## config.mk

```make
export PLATFORM = sky130hd
export DESIGN_NAME = wrbd_fifo
export DESIGN_NICKNAME = d
export VERILOG_FILES = /design/src/design/word_run_and_backref_decompressor_assert.svh /design/src/design/wrbd_fifo.sv
export SDC_FILE = /design/constraint.sdc
export NUM_CORES = 1
export LEC_CHECK = 0
export BUFFER_PORTS_ARGS = -buffer_cell sky130_fd_sc_hd__buf_2
export CAP_MARGIN = 0
export CORE_MARGIN = 4
export CORE_UTILIZATION = 35
export CTS_CLUSTER_DIAMETER = 30
export DETAILED_ROUTE_END_ITERATION = 6
export PLACE_DENSITY_LB_ADDON = 0.08
export SETUP_SLACK_MARGIN = 0.2
export SYNTH_ARGS = -nofsm -noshare
export SYNTH_HDL_FRONTEND = slang
export SYNTH_SLANG_ARGS = --single-unit
```

## constraint.sdc

```tcl
create_clock -name i_clk -period 2.2 [get_ports i_clk]
set_input_delay 0.22 -clock i_clk [delete_from_list [all_inputs] [get_ports i_clk]]
set_output_delay 0.22 -clock i_clk [all_outputs]
set_load 0.005 [all_outputs]
```

## src/design/word_run_and_backref_decompressor_assert.svh

```systemverilog
// Assertion macros for the decompressor RTL.
// Depends on nothing; included by wrbd_back, the module that carries assertions.
`ifndef WORD_RUN_AND_BACKREF_DECOMPRESSOR_ASSERT_SVH
`define WORD_RUN_AND_BACKREF_DECOMPRESSOR_ASSERT_SVH

// same-cycle implication, disabled in reset
`define WRBD_ASSERT_IMPLY(label, clk, rst_n, ante, cons, msg) \
    label: assert property (@(posedge clk) disable iff (!rst_n) (ante) |-> (cons)) \
        else $error(msg);

// next-cycle implication, disabled in reset
`define WRBD_ASSERT_NEXT(label, clk, rst_n, ante, cons, msg) \
    label: assert property (@(posedge clk) disable iff (!rst_n) (ante) |=> (cons)) \
        else $error(msg);

`endif

```

## src/design/wrbd_fifo.sv

```systemverilog
// Small register FIFO with push/full and pop/empty sides.
// Generic; used for the input queue and the result queue.
module wrbd_fifo #(
    parameter int WIDTH = 32,
    parameter int DEPTH = 4
) (
    input  logic             i_clk,
    input  logic             i_rst_n,
    input  logic             i_push,
    input  logic [WIDTH-1:0] i_wdata,
    output logic             o_full,
    input  logic             i_pop,
    output logic [WIDTH-1:0] o_rdata,
    output logic             o_empty
);

    localparam int AW = $clog2(DEPTH);
    localparam int CW = AW + 1;

    logic [WIDTH-1:0] r_data [DEPTH];
    logic [AW-1:0]    r_wr_ptr, n_wr_ptr;
    logic [AW-1:0]    r_rd_ptr, n_rd_ptr;
    logic [CW-1:0]    r_count, n_count;
    logic             do_push;
    logic             do_pop;

    assign o_full  = (r_count == CW'(DEPTH));
    assign o_empty = (r_count == '0);
    assign do_push = i_push && !o_full;
    assign do_pop  = i_pop && !o_empty;
    assign o_rdata = r_data[r_rd_ptr];

    always_comb begin
        n_wr_ptr = r_wr_ptr;
        n_rd_ptr = r_rd_ptr;
        n_count  = r_count;
        if (do_push) begin
            n_wr_ptr = (r_wr_ptr == AW'(DEPTH - 1)) ? '0 : r_wr_ptr + AW'(1);
        end
        if (do_pop) begin
            n_rd_ptr = (r_rd_ptr == AW'(DEPTH - 1)) ? '0 : r_rd_ptr + AW'(1);
        end
        if (do_push && !do_pop) begin
            n_count = r_count + CW'(1);
        end else if (do_pop && !do_push) begin
            n_count = r_count - CW'(1);
        end
    end

    always_ff @(posedge i_clk) begin
        if (!i_rst_n) begin
            r_wr_ptr <= '0;
            r_rd_ptr <= '0;
            r_count  <= '0;
        end else begin
            r_wr_ptr <= n_wr_ptr;
            r_rd_ptr <= n_rd_ptr;
            r_count  <= n_count;
        end
    end

    always_ff @(posedge i_clk) begin
        if (do_push) begin
            r_data[r_wr_ptr] <= i_wdata;
        end
    end

endmodule

```

==> flow_metrics.py, run 1 <==
metrics = {
    "run_status": {
        "outcome": "complete, no violations",
    },
    "global_route": {
        "grt_overflow": 0,
        "grt_max_degree": 25,
        "track_usage_pct": 11.9,
        "grt_pass1_wl_mm": 14.2,
        "grt_pass1_vias": 2610,
        "antenna_found_initial": 0,
    },
    "floorplan": {
        "ios": 70,
        "core_area_mm2": 0.0145,
        "initial_core_util_pct": 35.5,
        "die_x_um": 129,
        "dieArea_mm2": 0.0167,
        "die_y_um": 129,
        "rows": 44,
    },
    "setup_path": {
        "critPathSlowestCell": "dfxtp_2",
        "path_delay_family": "simple AND/OR/NAND/NOR gates",
        "critPathKind": "register to register",
        "crit_cells": 8,
        "reg2reg_depth": 8,
        "crit_start": "r_count[2]$_SDFFE_PN0P_",
        "critical_path_required_ns": 2.53,
        "reg2reg_from": "r_count[2]$_SDFFE_PN0P_",
        "cp_cell_sequence": "nor3b_2, nor2b_2, ha_4, inv_1, fa_2, xor2_1, or3_1, a21boi_1",
        "cpPeakStageDelay_ns": 0.34,
        "cp-end-kind": "register",
        "start_kind": "register",
        "crit_arrival_ns": 2.21,
        "path_buf_inv": 1,
        "crit_path_max_fanout": 5,
    },
    "synthesis": {
        "seq_area_frac_synth_pct": 78.3,
        "netlist_area_mm2": 0.00514,
        "yosysWarnings": 0,
        "synthCells": 218,
        "synth.net_count": 261,
        "avgSynthCellArea_um2": 23.6,
        "yosys.cell_types.count": 25,
        "ys_ff_latch": 137,
    },
    "power": {
        "ir_worst_vdd_v": 0.000568,
        "p_leak_uw": 0.00219,
        "cellPowerDensity_mw_per_mm2": 1160,
    },
    "place": {
        "portBuffers": 69,
        "hpwl_mm": 5.77,
        "gp_congestion": 0.697,
        "placed_cell_area_mm2": 0.00579,
    },
    "timing": {
        "clock.fmax_mhz": 530,
        "fin_skew_ns": 0.00529,
        "slew_violations": 0,
        "rsz0062_at_grt": "true",
        "finalHoldViolCount": 0,
        "slew_headroom_pct": 79.6,
        "setup_viol": 0,
        "worst_pin_slew_ns": 0.306,
        "min_period_ns": 1.89,
        "fin_tns_setup_ns": 0,
        "fin_crit_sh_pct": 85.8,
    },
    "cts": {
        "clk_latency_ns": 0.40,
        "clock_path_buffers": 2,
        "tritoncts": "built",
        "cts-root-buf": "clkbuf_16",
        "cts.sinks": 137,
        "path_clk_slew_ns": 0.05,
        "hold_buffers": 0,
        "cts_buffers": 17,
        "cts_max_level": 4,
    },
    "final_layout": {
        "antennaDiodeCount": 0,
        "area_delta_synth_final_pct": 23.6,
        "nNetsFinal": 357,
        "multiInputGateArea_mm2": 0.00104,
        "num-fill-cells": 1276,
        "layout-drive-gt1-share_pct": 46.2,
        "final_common_cell": "edfxtp_1",
        "final_area_mm2": 0.00635,
        "layout_common_cells": "edfxtp_1, buf_2, mux4_2",
        "seq_area_mm2": 0.00403,
    },
    "route": {
        "route.detailed.drc": 0,
        "viasPerCell": 4.70,
        "routedWlPerCell_um": 18.4,
        "drt-initial-drc-count": 104,
        "drtPass1Iterations": 4,
        "vias": 2394,
        "routed_wl_mm": 9.37,
        "drt.antenna.violating_nets": 0,
    },
    "job": {
        "cap_viol_max_count": 0,
    },
    "min_path": {
        "holdPathStages": 1,
        "hold_class": "primary input to register",
        "hold_start": "i_wdata[18]",
    },
}
-- state kept, by name (all words and copies together), names as in the netlist, named ones only --
name	cells
r_data	128
r_count	3
r_rd_ptr	2
r_wr_ptr	2
-- area by class of cell --
cell class	count	share of cell area (%)
clock buffers	24	7.11
clock inverters	6	0.807
inverters	3	0.177
well taps	184	3.62
repair buffers	86	8.37
multi-input cells	69	16.4
flip-flops and latches	137	63.5
-- what timing repair did --
item,4_1_cts,5_1_grt
hold endpoints to repair,0,0
endpoints found under the setup margin,1,2
setup buffers,2,1
pin swaps,1,1
gates cloned,0,1
resized for setup,2,4
-- worst register-to-register path, cell delays in order (launching register included) --
cell	delay [ns]
dfxtp_2	0.34
nor3b_2	0.17
nor2b_2	0.18
ha_4	0.16
inv_1	0.05
fa_2	0.33
xor2_1	0.17
or3_1	0.30
a21boi_1	0.12
-- metrics by stage --
step / hold slack (ns) / std cells / power (uW) / setup slack, ns / util (%)
finish: 0.0336 / 509 / 7340 / 0.313 / 43.9
global route: 0.0129 / 509 / 7750 / 0.185 / 43.9
CTS: 0.0114 / 507 / 7420 / 0.208 / 43.6
detailed placement: 0.442 / 475 / 4950 / 0.0993 / 40.0
global placement: 0.440 / 475 / 4930 / 0.150 / 40.0
floorplan: 0.319 / 218 / 4360 / 0.202 / -
-- power by group --
group | total (uW) | internal (uW) | leakage (uW) | switching, uW
Clock | 2430 | 1520 | 0.000244 | 909
Sequential | 3310 | 3190 | 0.00125 | 123
Combinational | 1600 | 877 | 0.000696 | 720
Total | 7340 | 5590 | 0.00219 | 1750
-- kinds of logic after synthesis --
logic type / count (synthesis) / synth area share, %
flops: 137 / 78.3
simple gates: 20 / 2.09
buf+inv: 12 / 2.07
fa+ha+maj: 7 / 1.85
compound gates: 5 / 0.584
mux: 35 / 14.8
xor+xnor: 2 / 0.341
-- cells in the mapped netlist --
cell	number	area [um2]
or3_1	1	6.26
buf_12	3	60.1
nor3_1	1	5.00
xnor2_1	1	8.76
fa_1	1	20.0
o31ai_1	1	7.51
ha_1	6	75.1
and2_1	5	31.3
buf_6	1	11.3
edfxtp_1	128	3840
a21boi_0	1	7.51
buf_2	4	20.0
inv_1	3	11.3
mux4_1	2	52.6
dfxtp_1	9	180
xor2_1	1	8.76
nor3b_2	1	12.5
mux4_2	30	676
nand2_1	6	22.5
clkbuf_1	1	3.75
nor2_1	2	7.51
nor2b_1	2	12.5
o21ai_0	3	15.0
nand3_1	2	10.0
mux2i_1	3	30.0
-- layer usage --
metal	GRT usage [%]	vias up	wire, um
met2	19.7	53	4830
met4	5.56	0	138
li1	-	1094	-
met3	3.75	12	455
met1	14.1	1235	3950
met5	0	-	0
-- worst paths after layout --
check / end / slack [ns]
worst min register to register: r_wr_ptr[1]$_SDFFE_PN0P_ / 0.51
worst max-delay path: r_count[2]$_SDFFE_PN0P_ / 0.31
worst max register to register: r_count[2]$_SDFFE_PN0P_ / 0.31
worst min-delay path: r_data[2][18]$_DFFE_PP_ / 0.03
Note: power is estimated with default switching activity, not from simulation.
==> run 2, diff against run 1 <==
--- a/config.mk
+++ b/config.mk
@@ -9,6 +9,7 @@
 export CAP_MARGIN = 0
 export CORE_MARGIN = 4
 export CORE_UTILIZATION = 35
+export CTS_BUF_LIST = sky130_fd_sc_hd__clkbuf_4 sky130_fd_sc_hd__clkbuf_8
 export CTS_CLUSTER_DIAMETER = 30
 export DETAILED_ROUTE_END_ITERATION = 6
 export PLACE_DENSITY_LB_ADDON = 0.08
==> constraint.sdc (replaced) <==
create_clock -name i_clk -period 2.1 [get_ports i_clk]
set_input_delay 0.21 -clock i_clk [delete_from_list [all_inputs] [get_ports i_clk]]
set_output_delay 0.21 -clock i_clk [all_outputs]
set_load 0.005 [all_outputs]
==> flow_metrics.py, run 2 (same netlist as run 1, synthesis figures left out) <==
metrics = {
    "setup_path": {
        "crit_arrival_ns": 1.72,
        "cp-end-kind": "output port",
        "critical_path_required_ns": 1.89,
        "crit_path_max_fanout": 5,
        "critPathKind": "register to output port",
        "start_kind": "register",
    },
    "route": {
        "viasPerCell": 4.65,
        "drt.antenna.violating_nets": 0,
        "routed_wl_mm": 9.54,
        "drtPass1Iterations": 4,
        "route.detailed.drc": 0,
        "routedWlPerCell_um": 17.5,
        "drt-initial-drc-count": 110,
        "vias": 2527,
    },
    "power": {
        "p_leak_uw": 0.00230,
        "cellPowerDensity_mw_per_mm2": 1110,
        "ir_worst_vdd_v": 0.000468,
    },
    "global_route": {
        "track_usage_pct": 12.6,
        "grt_pass1_wl_mm": 15.1,
        "grt_overflow": 0,
        "antenna_found_initial": 0,
        "grt_pass1_vias": 2717,
        "grt_max_degree": 23,
    },
    "timing": {
        "fin_skew_ns": 0.0101,
        "rsz0062_at_grt": "true",
        "clock.fmax_mhz": 517,
        "finalHoldViolCount": 0,
        "min_period_ns": 1.93,
        "worst_pin_slew_ns": 0.237,
        "slew_headroom_pct": 84.2,
        "setup_viol": 0,
        "slew_violations": 0,
        "fin_crit_sh_pct": 92.1,
        "finalWorstSetupSlack_ns": 0.166,
        "hold_slack_ns": 0.128,
    },
    "place": {
        "hpwl_mm": 5.93,
        "post-place-ws_ns": -0.0190,
        "gp_congestion": 0.668,
        "portBuffers": 69,
        "placed_cell_area_mm2": 0.00585,
        "dpl.cell_count": 478,
    },
    "final_layout": {
        "num-fill-cells": 1249,
        "nNetsFinal": 392,
        "fin_util_pct": 45.7,
        "area_delta_synth_final_pct": 28.9,
        "layout-drive-gt1-share_pct": 45.0,
        "largest-register": "r_data",
        "layout_common_cells": "edfxtp_1, buf_2, dlygate4sd3_1",
        "final_common_cell": "edfxtp_1",
        "final_area_mm2": 0.00662,
        "stdcell_count": 544,
        "largest_register_ffs": 128,
        "antennaDiodeCount": 0,
        "largest_registers": "r_data: 128 flops, r_count: 3 flops",
    },
    "floorplan": {
        "die_y_um": 129,
        "dieArea_mm2": 0.0167,
        "ios": 70,
        "initial_core_util_pct": 35.5,
        "rows": 44,
        "die_x_um": 129,
        "core_area_mm2": 0.0145,
    },
    "cts": {
        "path_clk_slew_ns": 0.07,
        "clk_latency_ns": 0.43,
        "cts-root-buf": "clkbuf_8",
        "cts.sinks": 137,
        "tritoncts": "built",
        "cts_buffers": 17,
        "cts_max_level": 4,
        "clock_path_buffers": 2,
    },
    "min_path": {
        "hold_class": "primary input to register",
    },
    "job": {
        "cap_viol_max_count": 0,
    },
    "run_status": {
        "outcome": "complete, no violations",
    },
}
[run 2: cell count changes in the layout (fill, tap and decap cells not counted), moves of 3 or more]
cell / delta
buf_12: +3
clkbuf_1: -7
clkbuf_16: -18
clkbuf_4: +3
clkbuf_8: +17
dfxtp_2: -3
dfxtp_4: +3
dlygate4sd3_1: +32
[run 2: final cells by class]
cell class                      count  area [um2]  share of cell area [%]
Clock inverter                     10         129                    1.95
Timing Repair Buffer              121         915                    13.8
Multi-Input combinational cell     69        1040                    15.7
Clock buffer                       20         256                    3.87
Sequential cell                   137        4040                    61.0
Inverter                            3        11.3                   0.170
Tap cell                          184         230                    3.48
[run 2: final timing paths]
| check | startpoint | endpoint | slack [ns] | depth (start not counted) |
|---|---|---|---|---|
| min | i_rst_n | r_wr_ptr[1]$_SDFFE_PN0P_ | 0.13 | 3 |
| min reg2reg | r_wr_ptr[1]$_SDFFE_PN0P_ | r_wr_ptr[1]$_SDFFE_PN0P_ | 0.50 | 2 |
| max | register | o_rdata[8] | 0.17 | 3 |
| max reg2reg | r_count[1]$_SDFFE_PN0P_ | r_count[2]$_SDFFE_PN0P_ | 0.22 | 7 |
[run 2: critical path, stage by stage, from the launching register on]
cell and delay, ns:
dfxtp_4 0.43, buf_4 0.20, mux4_2 0.52, buf_2 0.15
[run 2: repair_timing]
| item | CTS | global route |
|---|---|---|
| cloned | 1 | 0 |
| resized for setup | 9 | 3 |
| pin swaps | 5 | 4 |
| endpoints found under the hold margin | 128 | 0 |
| setup buffers | 3 | 0 |
| hold buffers | 32 | 0 |
| endpoints found under the setup margin | 33 | 33 |
[run 2: per-layer routing]
layer	part of all wire (%)	vias up	wire, um	GRT usage, %
met1	42	1285	4030	15.8
met5	0	-	0	0
li1	-	1160	-	-
met4	1.8	0	175	5.25
met3	5.9	15	566	5.15
met2	50	67	4760	19.5
[run 2: per-stage QoR]
step                TNS, ns  total power (uW)
finish                    0              7360
global route              0              7810
CTS                       0              7520
detailed placement  -0.0190              5230
global placement          0              5220
floorplan                 0              4560
[run 2: power breakdown]
part           switching (uW)  total, uW  leakage (uW)  internal (uW)
clock                     909       2100      0.000199           1190
sequential                148       3490       0.00125           3340
combinational             758       1770      0.000850           1010
