$ cat config.mk
export PLATFORM = sky130hd
export DESIGN_NAME = wrbd_front
export DESIGN_NICKNAME = d
export VERILOG_FILES = /design/src/design/word_run_and_backref_decompressor_assert.svh /design/src/design/wrbd_pkg.sv /design/src/design/wrbd_fifo.sv /design/src/design/wrbd_front.sv
export SDC_FILE = /design/constraint.sdc
export NUM_CORES = 1
export LEC_CHECK = 0
export ABC_AREA = 1
export BUFFER_PORTS_ARGS = -buffer_cell sky130_fd_sc_hd__buf_4
export CAP_MARGIN = 10
export CORE_UTILIZATION = 50
export DETAILED_ROUTE_END_ITERATION = 7
export PLACE_DENSITY = 0.67
export SLEW_MARGIN = 25
export SYNTH_ARGS = -nofsm -noshare
export SYNTH_HDL_FRONTEND = slang
export SYNTH_SLANG_ARGS = --single-unit
$ cat constraint.sdc
create_clock -name i_clk -period 9.27 [get_ports i_clk]
set_clock_uncertainty 0.1 [all_clocks]
set_input_delay 1.854 -clock i_clk [delete_from_list [all_inputs] [get_ports i_clk]]
set_output_delay 1.854 -clock i_clk [all_outputs]
set_load 0.1 [all_outputs]
$ cat src/design/word_run_and_backref_decompressor_assert.svh
// Assertion macros for the decompressor RTL.
// Depends on nothing; included by wrbd_back, the module that carries assertions.
`ifndef WORD_RUN_AND_BACKREF_DECOMPRESSOR_ASSERT_SVH
`define WORD_RUN_AND_BACKREF_DECOMPRESSOR_ASSERT_SVH

// same-cycle implication, disabled in reset
`define WRBD_ASSERT_IMPLY(label, clk, rst_n, ante, cons, msg) \
    label: assert property (@(posedge clk) disable iff (!rst_n) (ante) |-> (cons)) \
        else $error(msg);

// next-cycle implication, disabled in reset
`define WRBD_ASSERT_NEXT(label, clk, rst_n, ante, cons, msg) \
    label: assert property (@(posedge clk) disable iff (!rst_n) (ante) |=> (cons)) \
        else $error(msg);

`endif

$ cat src/design/wrbd_pkg.sv
// Package for the word run and back-reference decompressor.
// Holds widths, opcodes, mode and status codes, and the queue word types.
package wrbd_pkg;

    localparam int HIST_DEPTH  = 4096;
    localparam int WORD_W      = 32;
    localparam int OPC_W       = 8;
    localparam int COUNT_W     = 24;
    localparam int PASS_W      = 8;
    localparam int CHUNK_W     = 16;
    localparam int SHORT_W     = 12;
    localparam int OFF_W       = 16;
    localparam int PIX_W       = 25;
    localparam int LEN_CMP_W   = CHUNK_W + 1;
    localparam int QUEUE_DEPTH = 4;

    localparam logic [OPC_W-1:0] OPC_LIT   = 8'd1;
    localparam logic [OPC_W-1:0] OPC_FILL  = 8'd2;
    localparam logic [OPC_W-1:0] OPC_CHUNK = 8'd3;
    localparam logic [OPC_W-1:0] OPC_COPY  = 8'd4;

    typedef enum logic [2:0] {
        OP_NONE,
        OP_LIT,
        OP_FILL,
        OP_CHUNK,
        OP_COPY
    } t_op;

    typedef enum logic [2:0] {
        M_IDLE,
        M_LIT,
        M_FILLWAIT,
        M_FILL,
        M_CHUNK,
        M_COPY,
        M_SKIP
    } t_mode;

    typedef enum logic [1:0] {
        ST_OK,
        ST_KIND,
        ST_OFFSET,
        ST_CHUNK
    } t_status;

    typedef struct packed {
        logic               is_tick;
        logic [WORD_W-1:0]  word;
        t_op                op;
        logic [COUNT_W-1:0] replay;
        logic               too_long;
    } t_item;

    typedef struct packed {
        logic              pixel_valid;
        logic [WORD_W-1:0] pixel;
        logic              need_word;
        logic              frame_done;
        t_status           status;
    } t_result;

endpackage

$ cat src/design/wrbd_fifo.sv
// Small register FIFO with push/full and pop/empty sides.
// Generic; used for the input queue and the result queue.
module wrbd_fifo #(
    parameter int WIDTH = 32,
    parameter int DEPTH = 4
) (
    input  logic             i_clk,
    input  logic             i_rst_n,
    input  logic             i_push,
    input  logic [WIDTH-1:0] i_wdata,
    output logic             o_full,
    input  logic             i_pop,
    output logic [WIDTH-1:0] o_rdata,
    output logic             o_empty
);

    localparam int AW = $clog2(DEPTH);
    localparam int CW = AW + 1;

    logic [WIDTH-1:0] r_data [DEPTH];
    logic [AW-1:0]    r_wr_ptr, n_wr_ptr;
    logic [AW-1:0]    r_rd_ptr, n_rd_ptr;
    logic [CW-1:0]    r_count, n_count;
    logic             do_push;
    logic             do_pop;

    assign o_full  = (r_count == CW'(DEPTH));
    assign o_empty = (r_count == '0);
    assign do_push = i_push && !o_full;
    assign do_pop  = i_pop && !o_empty;
    assign o_rdata = r_data[r_rd_ptr];

    always_comb begin
        n_wr_ptr = r_wr_ptr;
        n_rd_ptr = r_rd_ptr;
        n_count  = r_count;
        if (do_push) begin
            n_wr_ptr = (r_wr_ptr == AW'(DEPTH - 1)) ? '0 : r_wr_ptr + AW'(1);
        end
        if (do_pop) begin
            n_rd_ptr = (r_rd_ptr == AW'(DEPTH - 1)) ? '0 : r_rd_ptr + AW'(1);
        end
        if (do_push && !do_pop) begin
            n_count = r_count + CW'(1);
        end else if (do_pop && !do_push) begin
            n_count = r_count - CW'(1);
        end
    end

    always_ff @(posedge i_clk) begin
        if (!i_rst_n) begin
            r_wr_ptr <= '0;
            r_rd_ptr <= '0;
            r_count  <= '0;
        end else begin
            r_wr_ptr <= n_wr_ptr;
            r_rd_ptr <= n_rd_ptr;
            r_count  <= n_count;
        end
    end

    always_ff @(posedge i_clk) begin
        if (do_push) begin
            r_data[r_wr_ptr] <= i_wdata;
        end
    end

endmodule

$ cat src/design/wrbd_front.sv
// Front end: decodes incoming words and ticks and queues them for execution.
// Depends on wrbd_pkg and wrbd_fifo.
module wrbd_front #(
    parameter int HISTORY_DEPTH = wrbd_pkg::HIST_DEPTH
) (
    input  logic                         i_clk,
    input  logic                         i_rst_n,
    input  logic                         i_push,
    output logic                         o_full,
    input  logic                         i_req_type,
    input  logic [wrbd_pkg::WORD_W-1:0]  i_stream_word,
    input  logic                         i_pop,
    output wrbd_pkg::t_item              o_item,
    output logic                         o_empty
);

    import wrbd_pkg::*;

    t_item                    dec;
    logic [OPC_W-1:0]         opc;
    logic [CHUNK_W-1:0]       chunk;
    logic [PASS_W-1:0]        passes;
    logic [COUNT_W-1:0]       prod;
    logic [$bits(t_item)-1:0] q_rdata;

    assign opc    = i_stream_word[OPC_W-1:0];
    assign passes = i_stream_word[OPC_W+PASS_W-1:OPC_W];
    assign chunk  = i_stream_word[WORD_W-1:WORD_W-CHUNK_W];
    assign prod   = COUNT_W'(passes - PASS_W'(1)) * COUNT_W'(chunk);

    always_comb begin
        dec.is_tick  = i_req_type;
        dec.word     = i_stream_word;
        dec.replay   = prod;
        dec.too_long = (passes >= PASS_W'(2))
                       && (LEN_CMP_W'(chunk) > LEN_CMP_W'(HISTORY_DEPTH));
        case (opc)
            OPC_LIT:   dec.op = OP_LIT;
            OPC_FILL:  dec.op = OP_FILL;
            OPC_CHUNK: dec.op = OP_CHUNK;
            OPC_COPY:  dec.op = OP_COPY;
            default:   dec.op = OP_NONE;
        endcase
    end

    wrbd_fifo #(
        .WIDTH ($bits(t_item)),
        .DEPTH (QUEUE_DEPTH)
    ) u_in_q (
        .i_clk   (i_clk),
        .i_rst_n (i_rst_n),
        .i_push  (i_push),
        .i_wdata (dec),
        .o_full  (o_full),
        .i_pop   (i_pop),
        .o_rdata (q_rdata),
        .o_empty (o_empty)
    );

    assign o_item = t_item'(q_rdata);

endmodule

==> results of run 1 <==
[per-layer routing]
| layer | routed length, um | vias up | global-route usage, % | part of all wire (%) |
|---|---|---|---|---|
| met1 | 13900 | 4791 | 30.3 | 45 |
| li1 | - | 4597 | - | - |
| met5 | 0 | - | 0 | 0 |
| met2 | 15000 | 230 | 36.0 | 48 |
| met4 | 411 | 0 | 4.27 | 1.3 |
| met3 | 1700 | 31 | 3.20 | 5.5 |
[kinds of logic (layout without fill, tap and decap cells)]
family                   after synthesis  after routing
adder cells (fa/ha/maj)              168            168
XOR/XNOR                              15             15
buffers and inverters                219            323
flip-flops                           253            253
AND/OR/NAND/NOR                      444            444
AO/OA/AOI/OAI                        223            223
[stage by stage]
step / worst slack [ps] / hold slack, ps
after floorplan: 1940 / 358
after global placement: 1500 / 372
after detailed placement: 1390 / 391
after CTS: 1900 / 399
after global routing: 1390 / 438
final: 1860 / 394
[state kept, by name, indices dropped and copies added, names as in the netlist, named ones only]
register / flops
u_in_q.r_data: 244
u_in_q.r_rd_ptr: 2
u_in_q.r_wr_ptr: 2
u_in_q.r_count: 3
[cell type report]
class                           instances  area, sq um
Clock inverter                         13          135
Clock buffer                           31          648
Sequential cell                       253         7510
Fill cell                            2312        11700
Inverter                              170          639
Multi-Input combinational cell        850         6010
Timing Repair Buffer                  109          851
Tap cell                              378          473
[worst max path at each step]
stage | from | end | slack [ps] | depth (start not counted)
after floorplan | i_stream_word[8] | u_in_q.r_data[0][21] | 1940 | 27
after global placement | i_stream_word[10] | u_in_q.r_data[3][21] | 1500 | 26
after detailed placement | i_stream_word[10] | u_in_q.r_data[2][21] | 1390 | 26
after CTS | i_stream_word[10] | u_in_q.r_data[3][21] | 1900 | 26
after global routing | i_stream_word[8] | u_in_q.r_data[3][15] | 1390 | 26
final | i_stream_word[8] | u_in_q.r_data[3][21] | 1860 | 25
[placed cells by master, fill, tap and decap left out, drive strengths merged]
| cell type | count |
|---|---|
| nand2 | 154 |
| and2 | 1 |
| o22ai | 61 |
| nor3b | 2 |
| nand3 | 23 |
| nor4 | 4 |
| ha | 68 |
| a21oi | 21 |
| clkinvlp | 1 |
| clkinv | 10 |
| edfxtp | 244 |
| o21ai | 138 |
| o21bai | 1 |
| nor3 | 6 |
| buf | 109 |
| fa | 100 |
| or2 | 3 |
| nor2 | 246 |
| nand4 | 5 |
| dfxtp | 9 |
| a21o | 1 |
| clkbuf | 31 |
| o211a | 1 |
| xor2 | 14 |
| inv | 169 |
| bufinv | 3 |
| xnor2 | 1 |
[worst max-delay path: stages]
cell	delay, ps
buf_4	150
inv_1	340
ha_1	260
nand2_1	120
xor2_1	620
buf_4	300
nor2_1	70
fa_1	410
fa_1	470
fa_1	530
fa_1	550
inv_1	50
fa_1	540
inv_1	40
ha_1	350
nand2_1	100
inv_1	60
nand2_1	80
nand3_1	160
nand2_1	120
nand2_1	80
nand2_1	80
nand2_1	50
nand2_1	60
nand2_1	80
==> summary.md, run 1 <==
| Metric | Value |
|---|---|
| Placed cell area | `15,500 sq um` |
| Die Span X | `171 um` |
| Compound-cell area share of the yosys netlist | `approximately 8.4%` |
| CTS buffer count | `25` |
| RSZ-0062 raised after global routing | `no` |
| Hold Path Stages | `2` |
| Non-Filler Instances | `1,804` |
| Synthesized Nets | `1,527` |
| Worst skew pair latency | `500 ps` |
| Post-Synth Simple-Gate Area | `12.5%` |
| Ys Warns | `0` |
| DR vias/cell | `5.35` |
| Fin. max-slew vios | `0` |
| Design Area, Final | `16,300 sq um` |
| Antenna violations before repair | `0` |
| H-tree depth | `1` |
| CTS tree | `built` |
| Via count | `9,649` |
| Detail Route Antenna Nets | `0` |
| Synth unique cells | `34` |
| Syn Inst Count | `1,322` |
| Synth top area share | `51.1%` |
| Gr ovfl total | `0` |
| Setup bufs post-CTS | `0` |
| Least-Margin Pin Slew | `959 ps` |
| Mapped Area | `14,300 sq um` |
| Hold WC Path Type | `flop to flop` |
| Flops & latches, synth | `roughly 250` |
| Antenna fix cells | `0` |
| Layout overhead on the synthesized area | `13.5%` |
| Most numerous cell in the Yosys netlist | `edfxtp_1` |
| Residual DRC | `0` |
| Site row count | `61` |
| Seq/Total Area, Yosys | `approximately 52%` |
| Fmax | `around 140 MHz` |
| Final GP Congestion | `0.944` |
| Critical Path RT | `9400 ps` |
| Fin crit period | `between 7000 and 8000 ps` |
| Async SR Flop Fraction | `0%` |
| First-pass GRT wire length | `49,000 um` |
| Full die area | `29,300 sq um` |
| WP data arrival | `about 7500 ps` |
| Total core area | `~28,000 sq um` |
| Wire length per cell | `17.2 um` |
| Largest net degree at the start of global routing | `95` |
| R2R setup slack | `roughly 6900 ps` |
| # nets final | `approximately 1.6k` |
| Largest family of logic cells by synthesized area | `adder cells` |
| WL final | `31,100 um` |
| FF-to-FF path depth | `5` |
| Synth area leaders | `edfxtp_1 51%, fa_1 14%, nor2_1 6.2%` |
| Reg2reg end | `u_in_q.r_data[2][49]` |
| # resized after CTS | `0` |
| Xor-xnor portion of the synthesized cell area | `0.969%` |
| # Max-Cap Violations | `0` |
| Hold buffer count at cts | `0` |
| Area leader, netlist | `edfxtp_1` |
| Final Hold Vio Count | `0` |
| CTS sink cnt | `253` |
| Maximum fanout along the worst path | `16` |
| GRT Util Overall | `21.6%` |
| Fin util | `58.1%` |
| Post-synthesis mux area share | `0%` |
| FF-to-FF Start | `u_in_q.r_count[0]` |
| Synth Area in Adders | `between 10% and 20%` |
| Crit path capture type | `flop` |
| Hold EP | `u_in_q.r_count[2]` |
| Die Y | `171 um` |
| Detailed Place HPWL | `21,300 um` |
| Crit path kind | `primary input to flop` |
| Placed Cells | `1,759` |
| Vias in the first global route | `roughly 9k` |
| Final setup TNS | `0 ps` |
| Layout cell share with drive strength beyond 1 | `11.7%` |
| Clk Tree Root Cell | `clkbuf_16` |
| Post-synth top flop | `edfxtp_1` |
| IO Port Bufs | `99` |
| DRT Pass-1 Iters | `5` |
| Critical path launch point type | `primary input` |
| Mean Syn Cell Area | `10.8 sq um` |
| Hold Crit Start | `u_in_q.r_count[2]` |
| Clock-pin slew on the worst setup and hold paths | `60 ps` |
| Starting Density | `51.2%` |
| Number of flops mapped to enable cells by yosys | `approximately 240` |
| Max transition margin | `36.1%` |
| Initial DRC count | `753` |
| Status | `finished clean` |
| Clock buffer depth | `3` |
| Post-synth top cells | `244 x edfxtp_1, 235 x nor2_1, 169 x inv_1, 153 x nand2_1, 137 x o21ai_0` |
| Fin crit share | `79.9%` |
| Setup violations, final | `0` |
| Number of I/O pins | `100` |
Power of run 1 is not shown: default switching activity piles up to over one toggle a cycle in this logic, so the estimate is an artifact.
==> run 2: changes to the inputs <==
--- a/config.mk
+++ b/config.mk
@@ -5,7 +5,7 @@
 export SDC_FILE = /design/constraint.sdc
 export NUM_CORES = 1
 export LEC_CHECK = 0
-export ABC_AREA = 1
+export ABC_AREA = 0
 export BUFFER_PORTS_ARGS = -buffer_cell sky130_fd_sc_hd__buf_4
 export CAP_MARGIN = 10
 export CORE_UTILIZATION = 50
==> constraint.sdc (replaced) <==
create_clock -name i_clk -period 7.1 [get_ports i_clk]
set_clock_uncertainty 0.1 [all_clocks]
set_input_delay 1.42 -clock i_clk [delete_from_list [all_inputs] [get_ports i_clk]]
set_output_delay 1.42 -clock i_clk [all_outputs]
set_load 0.1 [all_outputs]
==> run 2 against run 1 <==
Wire length down 12%. Final cell count decreased by 21%. Synthesized cell count fell by 31%. Sequential share of layout area increased by 0.47 points. First-iteration DRC count shrank 28%. Register-to-register slack lost 2600 ps. Via count down 21%. Global-route usage down 2.0 points. Utilization is essentially flat. Non-clock buffer count grew 11. Hold slack gained 22 ps. Critical endpoint is now u_in_q.r_data[2][24]. Largest cell class unchanged.
==> summary.md, run 2 <==
| Metric | Value |
|---|---|
| Critical Path RT | `7320 ps (-2080 ps)` |
| WL final | `27,200 um (-12%)` |
| Die Y | `170 um (-0.89%)` |
| Flops & latches, synth | `253 (unchanged)` |
| Most numerous cell in the Yosys netlist | `edfxtp_1` |
| CTS buffer count | `26 (+4.0%)` |
| # resized after CTS | `0 (unchanged)` |
| Full die area | `28,800 sq um (-1.8%)` |
| DR vias/cell | `5.37 (+0.35%)` |
| Top flop regs | `u_in_q.r_data x244, u_in_q.r_count x3` |
| Gr ovfl total | `0 (unchanged)` |
| Hold buffer count at cts | `0 (unchanged)` |
| Layout overhead on the synthesized area | `14.4%` |
| Crit-path leading delay family | `adder cells` |
| Fmax | `153 MHz` |
| Final setup TNS | `0 ps (unchanged)` |
| Area leader, netlist | `edfxtp_1` |
| Antenna violations before repair | `0 (unchanged)` |
| Mean Syn Cell Area | `15.3 sq um (+42%)` |
| Synthesized Nets | `1,122 (-27%)` |
| Max transition margin | `26.8% (-9.3 points)` |
| Crit path kind | `primary input to flop` |
| Clock buffer depth | `3 (unchanged)` |
| Clk Tree Root Cell | `clkbuf_16` |
| Layout cell share with drive strength beyond 1 | `22.4% (+11 points)` |
| Post-synth top flop | `edfxtp_1` |
| Critical path, cell by cell | `buf_4 -> inv_1 -> ha_1 -> nor3b_2 -> nand2_1 -> xnor2_1 -> nand2_1 -> fa_1 -> fa_1 -> inv_1 -> fa_1 -> fa_1 -> inv_1 -> fa_1 -> inv_1 -> ha_1 -> nand3_1 -> o22ai_1 -> o21ai_1 -> a211oi_2 -> o21ai_1 -> xnor2_1` |
| Critical path launch point type | `primary input` |
| WP data arrival | `6770 ps (-770 ps)` |
| Total core area | `27,700 sq um (-1.1%)` |
| Clock-pin slew on the worst setup and hold paths | `60 ps (about the same)` |
| Wire length per cell | `19.1 um (+11%)` |
| CP max stage delay | `550 ps (-70 ps)` |
| Ys Warns | `0 (unchanged)` |
| Worst skew pair latency | `510 ps (about the same)` |
| Synth area leaders | `edfxtp_1 52%, fa_1 14%, mux4_2 9.8%` |
| Setup ws final | `545 ps (-1320 ps)` |
| Setup bufs post-CTS | `0 (unchanged)` |
| # nets final | `1,231 (-24%)` |
| Fin. max-slew vios | `0 (unchanged)` |
| Final Hold Vio Count | `0 (unchanged)` |
| Vias in the first global route | `7,846 (-15%)` |
| Seq/Total Area, Yosys | `53.3% (+0.95 points)` |
| Number of I/O pins | `100 (unchanged)` |
| Site row count | `61 (unchanged)` |
| Most used cell, CP | `fa_1` |
| Mapped Area | `14,100 sq um (-1.8%)` |
| Maximum fanout along the worst path | `8 (-8)` |
| Crit path capture type | `flop` |
| Largest register FFs | `244 (unchanged)` |
| Via count | `7,616 (-21%)` |
| Fin crit share | `92.3%` |
| Residual DRC | `0 (unchanged)` |
| Synth top area share | `52.1% (+0.93 points)` |
| Commonest non-fill, non-tap cell in the layout | `edfxtp_1` |
| IO Port Bufs | `99 (unchanged)` |
| Final GP Congestion | `0.885 (-6.3%)` |
| First-pass GRT wire length | `43,200 um (-12%)` |
| Initial DRC count | `540 (-28%)` |
| Fill cells | `2,175 (-5.9%)` |
| Synth unique cells | `49 (+44%)` |
| Fin crit period | `6550 ps` |
| CTS sink cnt | `253 (unchanged)` |
| Placed cell area | `15,300 sq um (-0.95%)` |
| Number of flops mapped to enable cells by yosys | `244 (unchanged)` |
| Detailed Place HPWL | `18,600 um (-13%)` |
| Design Area, Final | `16,100 sq um (-1.0%)` |
| Starting Density | `50.8% (-0.36 points)` |
| Post-synth top cells | `244 x edfxtp_1, 101 x inv_1, 100 x fa_1, 68 x ha_1, 65 x nor2b_1` |
| Detail Route Antenna Nets | `0 (unchanged)` |
| Pre-CTS WS | `55.9 ps (-1330 ps)` |
| RSZ-0062 raised after global routing | `no` |
| GRT Util Overall | `19.6% (-2.0 points)` |
| Min Hold Slack | `417 ps (+22.4 ps)` |
| H-tree depth | `1 (unchanged)` |
| Slowest-stage cell, CP | `fa_1` |
| Status | `finished clean` |
| Least-Margin Pin Slew | `1070 ps (+112 ps)` |
| Setup violations, final | `0 (unchanged)` |
| CTS tree | `built` |
| # Max-Cap Violations | `0 (unchanged)` |
| R2R setup slack | `4300 ps (-2570 ps)` |
| Die Span X | `170 um (-0.89%)` |
| DRT Pass-1 Iters | `5 (unchanged)` |
| Antenna fix cells | `0 (unchanged)` |
| Syn Inst Count | `917 (-31%)` |
| WP buf/inv | `5 (-1)` |
| Async SR Flop Fraction | `0% (unchanged)` |
| Leading cell types in the layout, fill and taps excluded | `244 x edfxtp_1, 119 x buf_4, 101 x inv_1` |
| Hold WC Path Type | `flop to flop` |
| Biggest register | `u_in_q.r_data` |
| Largest net degree at the start of global routing | `62 (-35%)` |
==> run 2: cells by family after synthesis <==
group	count (synthesis)	synth area share (%)
adders and majority gates	168	20.3
muxes	65	10.0
and+or+nand+nor	216	8.50
AOI/OAI and AO/OA	46	2.24
buffers and inverters	140	3.80
DFF	253	53.3
xor gates and xnor gates	29	1.80
==> run 2: path summary, 6_finish.rpt <==
kind                     startpoint                    to  cells past startpoint
setup / recovery   i_stream_word[8]  u_in_q.r_data[2][24]                     22
hold / removal    u_in_q.r_count[2]     u_in_q.r_count[2]                      2
setup reg to reg  u_in_q.r_count[0]  u_in_q.r_data[2][57]                      4
hold reg to reg   u_in_q.r_count[2]     u_in_q.r_count[2]                      2
==> run 2: through the flow <==
stage,utilization [%],instances
3_3_place_gp,55.3,1376
2_1_floorplan,-,917
6_report,58.1,1419
3_5_place_dp,55.3,1376
4_1_cts,58.1,1419
5_1_grt,58.1,1419
==> run 2: routing by layer <==
metal  GRT usage (%)  routed length [um]  share of wire, %  vias up
li1                -                   -                 -     3458
met4            4.31                 456               1.7        0
met5               0                   0                 0        -
met2            33.7               13900                51      149
met1            26.6               11800                43     3970
met3            2.64                1090               4.0       39
==> run 2: area by class of cell <==
| class | count | area, sq um | area share (%) |
|---|---|---|---|
| sequential | 253 | 7510 | 46.6 |
| multi-input combinational | 524 | 6040 | 37.5 |
| clock inverter | 10 | 95.1 | 0.590 |
| clock buffer | 33 | 698 | 4.33 |
| timing repair buffer | 120 | 913 | 5.67 |
| tap | 378 | 473 | 2.94 |
| inverter | 101 | 379 | 2.35 |
==> run 2: worst register-to-register path, delay by kind of cell, from the launching register on <==
kind                   cells  cell delay (ps)
buffers and inverters      1              530
flip-flops                 1              420
AND/OR/NAND/NOR            3             1400
Power of run 2 is left out for the same reason.
